$ cat src/sv/rap_pkg.sv
// Shared definitions for the rate average and peak hold block.
// Holds widths, register codes, reset values and the configuration struct.
// Used by rap_apb_regs and rate_average_peak_hold; depends on nothing.
package rap_pkg;

    localparam int WINDOW_LEN    = 10;
    localparam int HISTORY_DEPTH = 64;

    localparam int RATE_W  = 8;
    localparam int INDEX_W = 6;
    localparam int SUM_W   = 12;
    localparam int HOLD_W  = 17;
    localparam int TICKS_W = 16;
    localparam int POS_W   = $clog2(WINDOW_LEN);
    localparam int PTR_W   = $clog2(HISTORY_DEPTH);
    localparam int CNT_W   = $clog2(HISTORY_DEPTH + 1);

    // The average is the sum times a rounded-up reciprocal of the window length.
    localparam int RECIP_SHIFT = 20;
    localparam int RECIP_W     = 20;
    localparam logic [RECIP_W-1:0] AVG_RECIP =
        RECIP_W'((2 ** RECIP_SHIFT + WINDOW_LEN - 1) / WINDOW_LEN);
    localparam int PROD_W = SUM_W + RECIP_W;

    localparam int APB_ADDR_W = 4;
    localparam int APB_DATA_W = 32;
    localparam int REG_IDX_W  = APB_ADDR_W - 2;

    localparam logic [REG_IDX_W-1:0] REG_ENABLE        = 2'd0;
    localparam logic [REG_IDX_W-1:0] REG_HOLD_TICKS    = 2'd1;
    localparam logic [REG_IDX_W-1:0] REG_SAMPLE_PERIOD = 2'd2;

    localparam logic               ENABLE_RST        = 1'b1;
    localparam logic [TICKS_W-1:0] HOLD_TICKS_RST    = 16'd10000;
    localparam logic [TICKS_W-1:0] SAMPLE_PERIOD_RST = 16'd100;

    typedef struct packed {
        logic               enable;
        logic [TICKS_W-1:0] hold_ticks;
        logic [TICKS_W-1:0] sample_period;
    } rap_cfg_t;

endpackage

$ cat src/sv/rap_ram.sv
// Generic single-port-write, single-port-read RAM with a registered read.
// Width and depth are parameters; no other dependencies.
module rap_ram #(
    parameter int WIDTH = 8,
    parameter int DEPTH = 64,
    localparam int AW = (DEPTH > 1) ? $clog2(DEPTH) : 1
) (
    input  logic             clk,
    input  logic             we,
    input  logic [AW-1:0]    waddr,
    input  logic [WIDTH-1:0] wdata,
    input  logic             re,
    input  logic [AW-1:0]    raddr,
    output logic [WIDTH-1:0] rdata
);

    logic [WIDTH-1:0] mem_reg [DEPTH];
    logic [WIDTH-1:0] rdata_reg;

    always_ff @(posedge clk)
    begin
        if (we)
        begin
            mem_reg[waddr] <= wdata;
        end
        if (re)
        begin
            rdata_reg <= mem_reg[raddr];
        end
    end

    assign rdata = rdata_reg;

endmodule

$ cat src/sv/rap_apb_regs.sv
// APB register file for the rate average and peak hold block.
// Depends on rap_pkg for register codes, reset values and the config struct.
module rap_apb_regs (
    input  logic                             clk,
    input  logic                             rst_n,
    input  logic                             psel,
    input  logic                             penable,
    input  logic                             pwrite,
    input  logic [rap_pkg::APB_ADDR_W-1:0]   paddr,
    input  logic [rap_pkg::APB_DATA_W-1:0]   pwdata,
    output logic [rap_pkg::APB_DATA_W-1:0]   prdata,
    output logic                             pready,
    output rap_pkg::rap_cfg_t                cfg
);

    rap_pkg::rap_cfg_t                  cfg_reg;
    logic [rap_pkg::REG_IDX_W-1:0]      reg_idx;
    logic                               wr_en;

    assign reg_idx = paddr[rap_pkg::APB_ADDR_W-1:2];
    assign wr_en   = psel && penable && pwrite;
    assign pready  = 1'b1;
    assign cfg     = cfg_reg;

    always_ff @(posedge clk or negedge rst_n)
    begin
        if (!rst_n)
        begin
            cfg_reg.enable        <= rap_pkg::ENABLE_RST;
            cfg_reg.hold_ticks    <= rap_pkg::HOLD_TICKS_RST;
            cfg_reg.sample_period <= rap_pkg::SAMPLE_PERIOD_RST;
        end
        else if (wr_en)
        begin
            unique case (reg_idx)
                rap_pkg::REG_ENABLE:
                begin
                    cfg_reg.enable <= pwdata[0];
                end
                rap_pkg::REG_HOLD_TICKS:
                begin
                    cfg_reg.hold_ticks <= pwdata[rap_pkg::TICKS_W-1:0];
                end
                rap_pkg::REG_SAMPLE_PERIOD:
                begin
                    cfg_reg.sample_period <= pwdata[rap_pkg::TICKS_W-1:0];
                end
                default:
                begin
                end
            endcase
        end
    end

    always_comb
    begin
        unique case (reg_idx)
            rap_pkg::REG_ENABLE:
                prdata = {{(rap_pkg::APB_DATA_W-1){1'b0}}, cfg_reg.enable};
            rap_pkg::REG_HOLD_TICKS:
                prdata = {{(rap_pkg::APB_DATA_W-rap_pkg::TICKS_W){1'b0}},
                          cfg_reg.hold_ticks};
            rap_pkg::REG_SAMPLE_PERIOD:
                prdata = {{(rap_pkg::APB_DATA_W-rap_pkg::TICKS_W){1'b0}},
                          cfg_reg.sample_period};
            default:
                prdata = '0;
        endcase
    end

endmodule

$ cat src/sv/rate_average_peak_hold.sv
// Top level of the rate average and peak hold block.
// Depends on rap_pkg, rap_apb_regs and rap_ram.
//
// Each transfer on the tick channel (tick_valid/tick_ready) carries one
// millisecond's current_rate and the history_index to report. Each tick gives
// exactly one transfer on the result channel (result_valid/result_ready) with
// the moving average, the held peak, the sampled flag and the history entry
// at history_index as it stands after that tick.
// A tick is registered in the input stage at its transfer and processed when
// it advances into the result register, when the state update, the history
// write and the history read happen together.
// The block takes one tick per cycle: the result register frees itself in
// the cycle it is taken, and the input stage advances whenever the result
// register is empty or being taken. When the receiver stalls, the result
// holds, the registered tick waits, and tick_ready drops once both are full.
// The history is a 64-entry RAM used as a circular buffer with a fill count,
// so reset takes effect at once: all state reads as zero and the
// configuration registers return to enable 1, hold 10000, sample period 100.
// Configuration must be written through the APB port while no tick is in flight; the block does not enforce it.
module rate_average_peak_hold (
    input  logic                              clk,
    input  logic                              rst_n,
    input  logic                              psel,
    input  logic                              penable,
    input  logic                              pwrite,
    input  logic [rap_pkg::APB_ADDR_W-1:0]    paddr,
    input  logic [rap_pkg::APB_DATA_W-1:0]    pwdata,
    output logic [rap_pkg::APB_DATA_W-1:0]    prdata,
    output logic                              pready,
    input  logic                              tick_valid,
    output logic                              tick_ready,
    input  logic [rap_pkg::RATE_W-1:0]        current_rate,
    input  logic [rap_pkg::INDEX_W-1:0]       history_index,
    output logic                              result_valid,
    input  logic                              result_ready,
    output logic [rap_pkg::RATE_W-1:0]        average_rate,
    output logic [rap_pkg::RATE_W-1:0]        peak_rate,
    output logic                              sampled,
    output logic [rap_pkg::RATE_W-1:0]        history_value
);

    rap_pkg::rap_cfg_t cfg;

    logic                             s1_valid_reg;
    logic [rap_pkg::RATE_W-1:0]       s1_rate_reg;
    logic [rap_pkg::INDEX_W-1:0]      s1_index_reg;

    logic                             out_valid_reg;
    logic                             sampled_reg;
    logic                             hist_zero_reg;
    logic                             hist_bypass_reg;

    logic [rap_pkg::RATE_W-1:0]       ring_reg [rap_pkg::WINDOW_LEN];
    logic [rap_pkg::POS_W-1:0]        ring_pos_reg;
    logic [rap_pkg::SUM_W-1:0]        ring_sum_reg;
    logic [rap_pkg::RATE_W-1:0]       avg_reg;
    logic [rap_pkg::RATE_W-1:0]       peak_reg;
    logic [rap_pkg::HOLD_W-1:0]       hold_cnt_reg;
    logic [rap_pkg::TICKS_W-1:0]      period_cnt_reg;
    logic [rap_pkg::PTR_W-1:0]        wptr_reg;
    logic [rap_pkg::CNT_W-1:0]        hist_cnt_reg;

    logic                             s1_adv;
    logic                             take;
    logic                             do_sample;
    logic                             do_push;
    logic [rap_pkg::HOLD_W-1:0]       hold_inc;
    logic [rap_pkg::TICKS_W-1:0]      period_inc;
    logic                             rise;
    logic                             follow;
    logic [rap_pkg::RATE_W-1:0]       peak_next;
    logic [rap_pkg::HOLD_W-1:0]       hold_next;
    logic                             sample_due;
    logic [rap_pkg::TICKS_W-1:0]      period_next;
    logic [rap_pkg::RATE_W-1:0]       ring_old;
    logic [rap_pkg::SUM_W-1:0]        sum_next;
    logic [rap_pkg::PROD_W-1:0]       avg_prod;
    logic [rap_pkg::RATE_W-1:0]       avg_next;
    logic [rap_pkg::POS_W-1:0]        pos_next;
    logic [rap_pkg::CNT_W-1:0]        hist_cnt_next;
    logic [rap_pkg::PTR_W-1:0]        wptr_next;
    logic [rap_pkg::PTR_W-1:0]        newest_ptr;
    int                               hist_addr_int;
    logic [rap_pkg::PTR_W-1:0]        hist_raddr;
    logic                             hist_zero;
    logic                             hist_bypass;
    logic [rap_pkg::RATE_W-1:0]       ram_rdata;

    rap_apb_regs u_regs (
        .clk     (clk),
        .rst_n   (rst_n),
        .psel    (psel),
        .penable (penable),
        .pwrite  (pwrite),
        .paddr   (paddr),
        .pwdata  (pwdata),
        .prdata  (prdata),
        .pready  (pready),
        .cfg     (cfg)
    );

    assign s1_adv     = s1_valid_reg && (!out_valid_reg || result_ready);
    assign tick_ready = !s1_valid_reg || s1_adv;
    assign take       = s1_adv && cfg.enable;
    assign do_sample  = take && sample_due;
    assign do_push    = do_sample && (pos_next == rap_pkg::POS_W'(rap_pkg::WINDOW_LEN - 1));

    always_comb
    begin
        hold_inc   = (hold_cnt_reg == '1) ? hold_cnt_reg : hold_cnt_reg + 1'b1;
        period_inc = (period_cnt_reg == '1) ? period_cnt_reg : period_cnt_reg + 1'b1;

        rise      = peak_reg < s1_rate_reg;
        follow    = hold_inc > {1'b0, cfg.hold_ticks};
        peak_next = (rise || follow) ? s1_rate_reg : peak_reg;
        hold_next = rise ? '0 : hold_inc;

        sample_due  = period_inc >= cfg.sample_period;
        period_next = sample_due ? '0 : period_inc;

        ring_old = ring_reg[ring_pos_reg];
        sum_next = ring_sum_reg - rap_pkg::SUM_W'(ring_old)
                   + rap_pkg::SUM_W'(s1_rate_reg);
        avg_prod = rap_pkg::PROD_W'(sum_next) * rap_pkg::PROD_W'(rap_pkg::AVG_RECIP);
        avg_next = rap_pkg::RATE_W'(avg_prod >> rap_pkg::RECIP_SHIFT);
        pos_next = (ring_pos_reg == rap_pkg::POS_W'(rap_pkg::WINDOW_LEN - 1)) ?
                   '0 : ring_pos_reg + 1'b1;
    end

    // The history is a circular buffer: wptr_reg is the next slot to write.
    always_comb
    begin
        wptr_next = (wptr_reg == rap_pkg::PTR_W'(rap_pkg::HISTORY_DEPTH - 1)) ?
                    '0 : wptr_reg + 1'b1;
        if (do_push && (hist_cnt_reg != rap_pkg::CNT_W'(rap_pkg::HISTORY_DEPTH)))
        begin
            hist_cnt_next = hist_cnt_reg + 1'b1;
        end
        else
        begin
            hist_cnt_next = hist_cnt_reg;
        end
        if (do_push)
        begin
            newest_ptr = wptr_reg;
        end
        else if (wptr_reg == '0)
        begin
            newest_ptr = rap_pkg::PTR_W'(rap_pkg::HISTORY_DEPTH - 1);
        end
        else
        begin
            newest_ptr = wptr_reg - 1'b1;
        end
        hist_addr_int = int'(newest_ptr) - int'(s1_index_reg);
        if (hist_addr_int < 0)
        begin
            hist_addr_int = hist_addr_int + rap_pkg::HISTORY_DEPTH;
        end
        hist_raddr  = rap_pkg::PTR_W'(hist_addr_int);
        hist_zero   = !(int'(s1_index_reg) < int'(hist_cnt_next));
        hist_bypass = do_push && (s1_index_reg == '0);
    end

    rap_ram #(
        .WIDTH (rap_pkg::RATE_W),
        .DEPTH (rap_pkg::HISTORY_DEPTH)
    ) u_hist_ram (
        .clk   (clk),
        .we    (do_push),
        .waddr (wptr_reg),
        .wdata (avg_next),
        .re    (s1_adv),
        .raddr (hist_raddr),
        .rdata (ram_rdata)
    );

    always_ff @(posedge clk or negedge rst_n)
    begin
        if (!rst_n)
        begin
            s1_valid_reg <= 1'b0;
        end
        else if (tick_ready)
        begin
            s1_valid_reg <= tick_valid;
        end
    end

    always_ff @(posedge clk)
    begin
        if (tick_ready && tick_valid)
        begin
            s1_rate_reg  <= current_rate;
            s1_index_reg <= history_index;
        end
    end

    always_ff @(posedge clk or negedge rst_n)
    begin
        if (!rst_n)
        begin
            out_valid_reg   <= 1'b0;
            sampled_reg     <= 1'b0;
            hist_zero_reg   <= 1'b1;
            hist_bypass_reg <= 1'b0;
        end
        else if (s1_adv)
        begin
            out_valid_reg   <= 1'b1;
            sampled_reg     <= do_sample;
            hist_zero_reg   <= hist_zero;
            hist_bypass_reg <= hist_bypass;
        end
        else if (result_ready)
        begin
            out_valid_reg <= 1'b0;
        end
    end

    always_ff @(posedge clk or negedge rst_n)
    begin
        if (!rst_n)
        begin
            for (int i = 0; i < rap_pkg::WINDOW_LEN; i++)
            begin
                ring_reg[i] <= '0;
            end
            ring_pos_reg   <= '0;
            ring_sum_reg   <= '0;
            avg_reg        <= '0;
            peak_reg       <= '0;
            hold_cnt_reg   <= '0;
            period_cnt_reg <= '0;
            wptr_reg       <= '0;
            hist_cnt_reg   <= '0;
        end
        else if (take)
        begin
            peak_reg       <= peak_next;
            hold_cnt_reg   <= hold_next;
            period_cnt_reg <= period_next;
            if (sample_due)
            begin
                ring_reg[ring_pos_reg] <= s1_rate_reg;
                ring_pos_reg           <= pos_next;
                ring_sum_reg           <= sum_next;
                avg_reg                <= avg_next;
            end
            if (do_push)
            begin
                wptr_reg     <= wptr_next;
                hist_cnt_reg <= hist_cnt_next;
            end
        end
    end

    assign result_valid  = out_valid_reg;
    assign average_rate  = avg_reg;
    assign peak_rate     = peak_reg;
    assign sampled       = sampled_reg;
    assign history_value = hist_zero_reg ? '0 : (hist_bypass_reg ? avg_reg : ram_rdata);

`ifndef NO_ASSERTIONS
    assert property (@(posedge clk) disable iff (!rst_n)
        !out_valid_reg |-> tick_ready)
        else $error("Tick channel stalled while the result register is empty.");

    assert property (@(posedge clk) disable iff (!rst_n)
        hist_cnt_reg <= rap_pkg::CNT_W'(rap_pkg::HISTORY_DEPTH))
        else $error("History fill count exceeds the history depth.");

    assert property (@(posedge clk) disable iff (!rst_n)
        ring_pos_reg < rap_pkg::POS_W'(rap_pkg::WINDOW_LEN))
        else $error("Ring position is outside the window.");

    assert property (@(posedge clk) disable iff (!rst_n)
        do_sample |=> (period_cnt_reg == '0) && sampled_reg)
        else $error("A sample did not restart the period counter.");

    assert property (@(posedge clk) disable iff (!rst_n)
        (take && rise) |=> (hold_cnt_reg == '0) && (peak_reg == $past(s1_rate_reg)))
        else $error("A peak rise did not load the peak and clear the hold counter.");
`endif

endmodule

$ cat config.mk
export PLATFORM = sky130hd
export DESIGN_NAME = rate_average_peak_hold
export DESIGN_NICKNAME = d
export VERILOG_FILES = /design/src/sv/rap_pkg.sv /design/src/sv/rap_ram.sv /design/src/sv/rap_apb_regs.sv /design/src/sv/rate_average_peak_hold.sv
export SDC_FILE = /design/constraint.sdc
export NUM_CORES = 1
export LEC_CHECK = 0
export BUFFER_PORTS_ARGS = -buffer_cell sky130_fd_sc_hd__buf_4
export CAP_MARGIN = 15
export CORE_MARGIN = 3
export CORE_UTILIZATION = 59
export CTS_BUF_LIST = sky130_fd_sc_hd__clkbuf_8
export DETAILED_ROUTE_END_ITERATION = 10
export GPL_TIMING_DRIVEN = 0
export PLACE_DENSITY = 0.76
export SETUP_SLACK_MARGIN = 0.1
export SYNTH_ARGS = -nofsm -noshare
export SYNTH_HDL_FRONTEND = slang
export SYNTH_SLANG_ARGS = --single-unit
$ cat constraint.sdc
create_clock -name clk -period 18.7 [get_ports clk]
set_clock_uncertainty 0.05 [all_clocks]
set_input_delay 0.935 -clock clk [delete_from_list [all_inputs] [get_ports clk]]
set_output_delay 0.935 -clock clk [all_outputs]
set_load 0.01 [all_outputs]
Word level (Yosys, flattened, before mapping)
Memory sizes are Yosys's and may differ from the RTL's. A register that Yosys moved wholly into a read port is not among the register bits. Cells that the tools add are included.

Register bits: 210. Bits in latches: 0. RAM bits: 512. Bits in read-only memories: 0. Input port bits: 57. Output and inout port bits: 60. Memories: 1.

Memories: u_hist_ram.mem_reg (depth 64, width 8, read ports 1, clocked after Yosys merged registers in 1, write ports 1, line rap_ram.sv:17) `logic [WIDTH-1:0] mem_reg [DEPTH];`.

$add $sub $neg: 10. Multiply operators: 1. Div/mod/pow operators: 0. Order comparisons: 7. Equal/unequal tests: 8. Shifts and indexed selects: 0. Multiplexer cells: 23. Bitwise operators: 1. Reduce and logical (&&, ||, !) cells: 26.

Operator list (count): $bwmux W80 (1); $pmux W16 S3 (1); $mux W8 (5); $mux W17 (2); $bmux W8 S4 (1); $demux W8 S4 (1); $mux W16 (2); $mul A12 B16 Y27 const B (1); $mux W6 (4); $add A17 B1 Y17 const B (1); $eq A17 B17 Y1 const B (1); $gt A17 B16 Y1 (1); $add A16 B1 Y16 const B (1); $eq A16 B16 Y1 const B (1); $ge A16 B16 Y1 (1); $add A12 B8 Y12 (1); $add A6 B1 Y6 const B (2); $logic_not A6 Y1 (2); $reduce_and A2 Y1 (6); $sub A12 B8 Y12 (1); $logic_and A1 B1 Y1 (10); $eq A4 B4 Y1 const B (2); $lt A8 B8 Y1 (1); $add A7 B1 Y7 const B (1); 19 further kinds (26).

Logic depth before layout (Yosys ltp)
Gate-level depths: netlist of the first run.

Depth after elaboration: 10. Depth in mapped cells: 35. Mapped depth without buffers: 33.

Hierarchy
Synthesis of the first run repeated with hierarchy kept, for this count alone.

Cell total of the unflattened synthesis: 2381. Area, all modules: 35108.7 µm².

Modules (own cells, without submodules): rap_ram (instances 1, cells each 940, area each 20246.9 µm², seq. area each 15615.0 µm²); rate_average_peak_hold (instances 1, cells each 1327, area each 13260.2 µm², seq. area each 4500.6 µm²); rap_apb_regs (instances 1, cells each 114, area each 1601.5 µm², seq. area each 837.1 µm²).

Least setup slack after synthesis of the first run
No wires, ideal clock.

Kind: reg-to-reg. Start point: register ring_pos_reg[0] (netlist name). End point: memory u_hist_ram.mem_reg[0][7], data pin. Library setup time: 0.572 ns. Data arrival time: 10.132 ns. Slack: 7.945 ns. Cell stages (with the launch flop): 33. Path buffers: 2. Period minus slack after synthesis: 10.755 ns. Cell sequence: dfrtp_1 > clkbuf_1 > buf_1 > mux4_2 > mux2i_1 > o22ai_1 > fa_1 > inv_1 > fa_1 > a21o_1 > a21oi_1 > o211ai_1 > a31o_2 > a21oi_1 > xnor2_1 > xor2_1 > fa_1 > inv_1 > fa_1 > inv_1 > fa_1 > inv_1 > fa_1 > inv_1 > ha_1 > a211oi_1 > nor2_1 > o311ai_0 > o2111ai_1 > a31oi_1 > o21bai_1 > xnor2_1 > xnor2_1.

Word-level cells in the longest chain between the ends: 7.

Ends and longest elaborated chain: start, declared (line rate_average_peak_hold.sv:54) `logic [rap_pkg::POS_W-1:0] ring_pos_reg;`; start signal, assigned (line rate_average_peak_hold.sv:246) `ring_pos_reg <= pos_next;`; $not A4 Y5 (implied by the code) (line rate_average_peak_hold.sv:121) `ring_old = ring_reg[ring_pos_reg];`; $bmux W8 S4 (line rate_average_peak_hold.sv:121); $mux W8 (implied by the code) (2 in a row) (line rate_average_peak_hold.sv:121); $sub A12 B8 Y12 (line rate_average_peak_hold.sv:122) `sum_next = ring_sum_reg - rap_pkg::SUM_W'(ring_old)`; $add A12 B8 Y12 (line rate_average_peak_hold.sv:123) `+ rap_pkg::SUM_W'(s1_rate_reg);`; net sum_next, one bit (line rate_average_peak_hold.sv:76) `logic [rap_pkg::SUM_W-1:0] sum_next;`; $mul A12 B16 Y27 (line rate_average_peak_hold.sv:124) `avg_prod = rap_pkg::PROD_W'(sum_next) * rap_pkg::PROD_W'(rap_pkg::AVG_RECIP);`; net avg_next, one bit (line rate_average_peak_hold.sv:78) `logic [rap_pkg::RATE_W-1:0] avg_next;`; end, declared (line rap_ram.sv:17).

The timed path passes the listed nets, and every way through them passes these cells. The select of a mux whose other input is x is not followed.

Worst setup path in the final report of the first run
Start point: register ring_pos_reg[0] (netlist name). End point: memory u_hist_ram.mem_reg[50][7], data pin.

The elaborated chain is that of the path after synthesis.

==> results of run 1 <==
## per-layer routing
metal | part of all wire (%) | vias to the layer above
met5 | 0.026 | -
met4 | 3.0 | 4
met3 | 8.3 | 176
met2 | 49 | 929
met1 | 40 | 10426
li1 | - | 9143
## cells by family (layout without fill, tap and decap cells)
group / count (synthesis) / after routing / share of synthesized area (%)
compound gates: 313 / 313 / 5.58
xor+xnor: 64 / 64 / 1.66
fa+ha+maj: 189 / 189 / 8.01
buf+inv: 308 / 619 / 3.63
flops: 730 / 730 / 61.1
mux: 241 / 241 / 13.6
other cells: 2 / 17 / 0.0219
simple gates: 489 / 489 / 6.45
## synth_stat cells (all sizes together), types with 21 or more instances
library cell / count / area, µm²
a21oi: 41 / 205
a22o: 21 / 184
buf: 44 / 251
clkbuf: 78 / 294
dfrtp: 186 / 4650
edfxtp: 534 / 16000
fa: 51 / 1020
ha: 138 / 1730
inv: 185 / 694
mux2: 32 / 360
mux2i: 33 / 330
mux4: 176 / 3960
nand2: 214 / 803
nand3: 37 / 185
nor2: 124 / 465
nor3: 25 / 145
o21ai: 160 / 801
xnor2: 46 / 410
## worst max-delay path: cells and delay by family (launching register included)
kind	cells	cell delay (ps)
buf+inv	9	1700
fa+ha+maj	7	3550
xor+xnor	4	1260
mux	2	850
compound gates	11	2800
simple gates	1	110
flops	1	320
## path summary, 6_finish.rpt
kind | end | slack [ps]
worst max-delay path | u_hist_ram.mem_reg[50][7] | 7850
max in group asynchronous | ring_reg[42] | 17400
worst min-delay path | period_cnt_reg[4] | 150
worst max register to register | u_hist_ram.mem_reg[50][7] | 7850
worst min register to register | ring_reg[62] | 430
min in group clk | s1_index_reg[2] | 330
## metrics by stage
step                utilization [%]  setup slack [ps]
floorplan                         -              7950
global placement               63.1              4570
detailed placement             63.8              7940
CTS                            68.0              7830
global route                   68.0              7220
finish                         68.0              7850
## final cells by class
type / count / area [µm²] / area share [%]
Sequential cell: 730 / 21000 / 54.1
Multi-Input combinational cell: 1313 / 12200 / 31.6
Clock buffer: 127 / 1750 / 4.51
Timing Repair Buffer: 102 / 963 / 2.49
Tap cell: 756 / 946 / 2.44
Inverter: 186 / 698 / 1.80
Clock inverter: 82 / 633 / 1.64
Buffer: 122 / 546 / 1.41
## cells in the final DEF, fill, tap and decap left out, types with 37 or more instances in the layout
cell type  instances
edfxtp_1         534
nand2_1          214
mux4_2           176
dfrtp_1          186
buf_4             97
inv_1            218
nand3_1           37
fa_1              51
a21oi_1           41
nor2_1           123
clkbuf_1          77
o21ai_0          129
clkbuf_8         127
ha_1             138
xnor2_1           39
==> metrics.txt, run 1 <==
global-route track usage on met3 6.02%; R2R Path Start ring_pos_reg[0]; share of flip-flops with an asynchronous set or reset 26.8%; number of synthesized flops with an enable pin 534; count of different cell masters after synthesis 73; Cell Rows 87; Hold WC Path Type primary input to async pin; clock insertion delay at the later pin of the skew report 740 ps; final hold violation count 0; global-route wire length before repair 122000 µm; pin count of the biggest net entering global routing 124; antenna diode instance count 0; final hold slack 146 ps; Gates resized, CTS repair 0; grt ovf 0; number of nets with antenna violations after routing 0; max_slew headroom 33.3%; overall via count from detail_route 20.7k; post-route fraction of the period consumed by the critical path 58.0%; total of max-cap violations 0; Worst Path Required 19190 ps; Floorplan Core Area 56900 µm²; final wirelength 78400 µm; RSZ-0062 raised after global routing false; Crit Path Category register to register; number of flip-flops in the largest register 512; via density per instance 6.05; number of antenna violations at the first check in global routing 3; outcome finished clean; per-instance average area after synthesis 14.7 µm²; H-Tree Depth 3; worst-path maximum fanout 24; Seq cells post-synth 730; Critical Path Start Type register; full die area 61100 µm²; Num CTS Buffers 112; clock buffer depth 3; gate count of the mapped netlist 2336; layer with the highest usage after global routing met2; HPWL after detailed placement 55800 µm; overall track demand over capacity in global routing 26.4%; portion of the post-synthesis area used by sequential elements 61.1%; Post-CTS Hold Fix Bufs 0; category of the worst setup path capture point register; critical path's most frequent cell fa_1; total count of max-transition violations in the final report 0; routing usage on met1 36.2%; largest stage delay on the critical path 700 ps; arrival time reported for the critical path endpoint 11340 ps; clock tree from TritonCTS built; share of cells above drive strength 1 19.8%; measured slew at the worst slew-check pin 1000 ps; number of ports placed on the die boundary 117; Die Span Y 247 µm; R2R cell count 34; Slowest-stage cell, CP buf_1; time the worst path needs with I/O delays and setup 10850 ps; cell count after placement 3209; aggregate negative setup slack 0 ps; fill cell count 3814; starting density of the core 60.2%; iteration-0 DRC count of the detailed router 1922; RD Place Congestion 0.920; vias in the first global route 21.3k; finished layout cell area 38700 µm²; Max Freq 92.2 MHz; Placement Cell Area 36300 µm²; count of buffers added by post-CTS timing repair for setup 0; average routed wire per standard cell 22.9 µm; met2 usage in global routing 42.5%; post-detailed-route DRC marker count 0; final count of negative-setup-slack endpoints 0; layout overhead on the synthesized area 12.9%; count of non-filler cells in the finished layout 3418; Worst Setup SP ring_pos_reg[0]; clock net sink count 730; number of warnings issued by yosys 0; most used flip-flop cell after synthesis edfxtp_1; floorplan die width 247 µm; number of port buffers 81; Root Buffer Master clkbuf_8; number of nets in the final layout 2813; Synth Cell Area 34300 µm²; post-CTS clock slew at the launch and capture registers of the worst setup and hold paths 60 ps; Pre-antenna DRT Iters 6
Power of run 1 is left out: the tool's default activity adds up to more than one toggle a clock period on the data nets, which glitch-free logic cannot reach.
==> run 2, diff against run 1 <==
- CORE_UTILIZATION: 59 -> 58
- PLACE_DENSITY: 0.76 -> 0.78
- clock period: 18.7 -> 9.82 ns (I/O delays scaled with it)
==> metrics.txt, run 2 (synthesized netlist as in run 1, its figures left out) <==
outcome finished clean; FF+latch area 21000 µm² (unchanged); final cell utilization of the core 67.5% (-0.52 points); Root Buffer Master clkbuf_8; measured slew at the worst slew-check pin 1010 ps (+13.0 ps); full die area 62100 µm² (+1.7%); layout overhead on the synthesized area 14.4%; Worst Path Required 10250 ps (-8940 ps); Floorplan Core Area 58100 µm² (+2.1%); global-route wire length before repair 127000 µm (+4.7%); total count of max-transition violations in the final report 0 (unchanged); Pre-antenna DRT Iters 7 (+1); number of antenna violations at the first check in global routing 5 (+2); Crit Path Category register to register; category of the worst setup path capture point register; via density per instance 6.08 (+0.55%); Critical Path Start Type register; clock net sink count 730 (unchanged); number of ports placed on the die boundary 117 (unchanged); number of nets with antenna violations after routing 0 (unchanged); overall via count from detail_route 21.1k (+2.2%); grt ovf 0 (unchanged); Hold WC Path Type primary input to register; share of cells above drive strength 1 20.6% (+0.80 points); critical path's most frequent cell fa_1; final wirelength 82300 µm (+5.0%); number of flip-flops in the largest register 512 (unchanged); Placement Cell Area 36400 µm² (+0.12%); Max Freq 108 MHz (+17%); HPWL after detailed placement 56900 µm (+2.0%); clock tree from TritonCTS built; Die Span Y 249 µm (+0.84%); largest stage delay on the critical path 620 ps (-80 ps); finished layout cell area 39200 µm² (+1.3%); commonest non-fill, non-tap cell in the layout edfxtp_1; H-Tree Depth 3 (unchanged); highest-count cells in the layout ignoring fill and taps edfxtp_1, inv_1, nand2_1; starting density of the core 59.0% (-1.2 points); post-CTS clock slew at the launch and capture registers of the worst setup and hold paths 70 ps (about the same); arrival time reported for the critical path endpoint 9730 ps (-1610 ps); multi-input combinational cell area 12400 µm² (+1.7%); Slowest-stage cell, CP fa_1; fill cell count 3889 (+2.0%); vias in the first global route 21.6k (+1.6%); time the worst path needs with I/O delays and setup 9300 ps (-1550 ps); Cell Rows 88 (+1.1%); final hold violation count 0 (unchanged); floorplan die width 249 µm (+0.84%); overall track demand over capacity in global routing 26.8% (+0.43 points); number of port buffers 81 (unchanged); iteration-0 DRC count of the detailed router 1987 (+3.4%); clock buffer depth 3 (unchanged); worst-path maximum fanout 10 (-58%); post-detailed-route DRC marker count 0 (unchanged); number of nets in the final layout 2856 (+1.5%); average routed wire per standard cell 23.7 µm (+3.4%); pin count of the biggest net entering global routing 105 (-15%); Num CTS Buffers 114 (+1.8%); total of max-cap violations 0 (unchanged); post-route fraction of the period consumed by the critical path 94.7% (+37 points); max_slew headroom 32.4% (-0.87 points); final count of negative-setup-slack endpoints 0 (unchanged); clock insertion delay at the later pin of the skew report 750 ps (about the same); RSZ-0062 raised after global routing true; RD Place Congestion 0.916 (-0.50%)
[run 2: cell types whose count changed in the layout (fill, tap and decap cells not counted), sizes merged]
cell	before	now
diode	0	5
dlygate4sd3	0	34
clkinvlp	2	6
buf	146	152
xnor2	46	49
clkbuf	205	200
inv	221	218
clkinv	35	43
bufinv	10	5
[run 2: timing repair]
item                                   in CTS  in global routing
resized for setup                          22                  9
gates cloned                                3                  0
setup endpoints to repair                 507                455
hold buffers                               34                  0
buffers inserted                            9                  4
pin swaps                                   7                  4
endpoints found under the hold margin     142                  0
[run 2: cell type report]
class	instances	area share, %
plain buffers	121	1.42
multi-input cells	1316	31.7
repair buffers	141	3.51
inverters	186	1.78
clock inverters	86	1.36
flip-flops and latches	730	53.4
diodes	5	0.0319
clock buffers	124	4.35
well taps	765	2.44
[run 2: layer usage]
| metal | wire, µm | global-route usage, % | vias up |
|---|---|---|---|
| met5 | 0 | 0 | - |
| met4 | 3210 | 10.4 | 0 |
| met3 | 6360 | 4.92 | 221 |
| met2 | 40200 | 43.4 | 1015 |
| met1 | 32500 | 36.6 | 10662 |
| li1 | - | - | 9235 |
[run 2: final timing paths]
check | endpoint | slack [ps] | cells past startpoint | from
setup / recovery | u_hist_ram.mem_reg[24][7] | 520 | 33 | ring_pos_reg[0]
hold / removal | u_regs.cfg[32] | 110 | 3 | paddr[3]
setup reg to reg | u_hist_ram.mem_reg[24][7] | 520 | 33 | ring_pos_reg[0]
hold reg to reg | ring_reg[65] | 430 | 2 | ring_reg[65]
max in group asynchronous | ring_reg[51] | 8390 | 3 | rst_n
min in group asynchronous | u_regs.cfg[15] | 350 | 2 | rst_n
[run 2: per-stage QoR]
stage          instances  worst slack (ps)  setup TNS, ps  hold slack, ps
2_1_floorplan       2351               339              0             145
3_3_place_gp        3197             -1740        -817800             407
3_5_place_dp        3210             -1180        -175480             419
4_1_cts             3466               139              0            59.3
5_1_grt             3474              1.94              0            99.2
6_report            3474               521              0             110
[run 2: worst max-delay path, delay by kind of cell, from the launching register on]
kind | cells | cell delay (ps)
adder cells (fa/ha/maj) | 8 | 3830
AO/OA/AOI/OAI | 9 | 2030
buffers and inverters | 9 | 1170
multiplexers | 2 | 720
XOR/XNOR | 3 | 640
flip-flops | 1 | 320
AND/OR/NAND/NOR | 2 | 300
Power of run 2 is left out for the same reason.
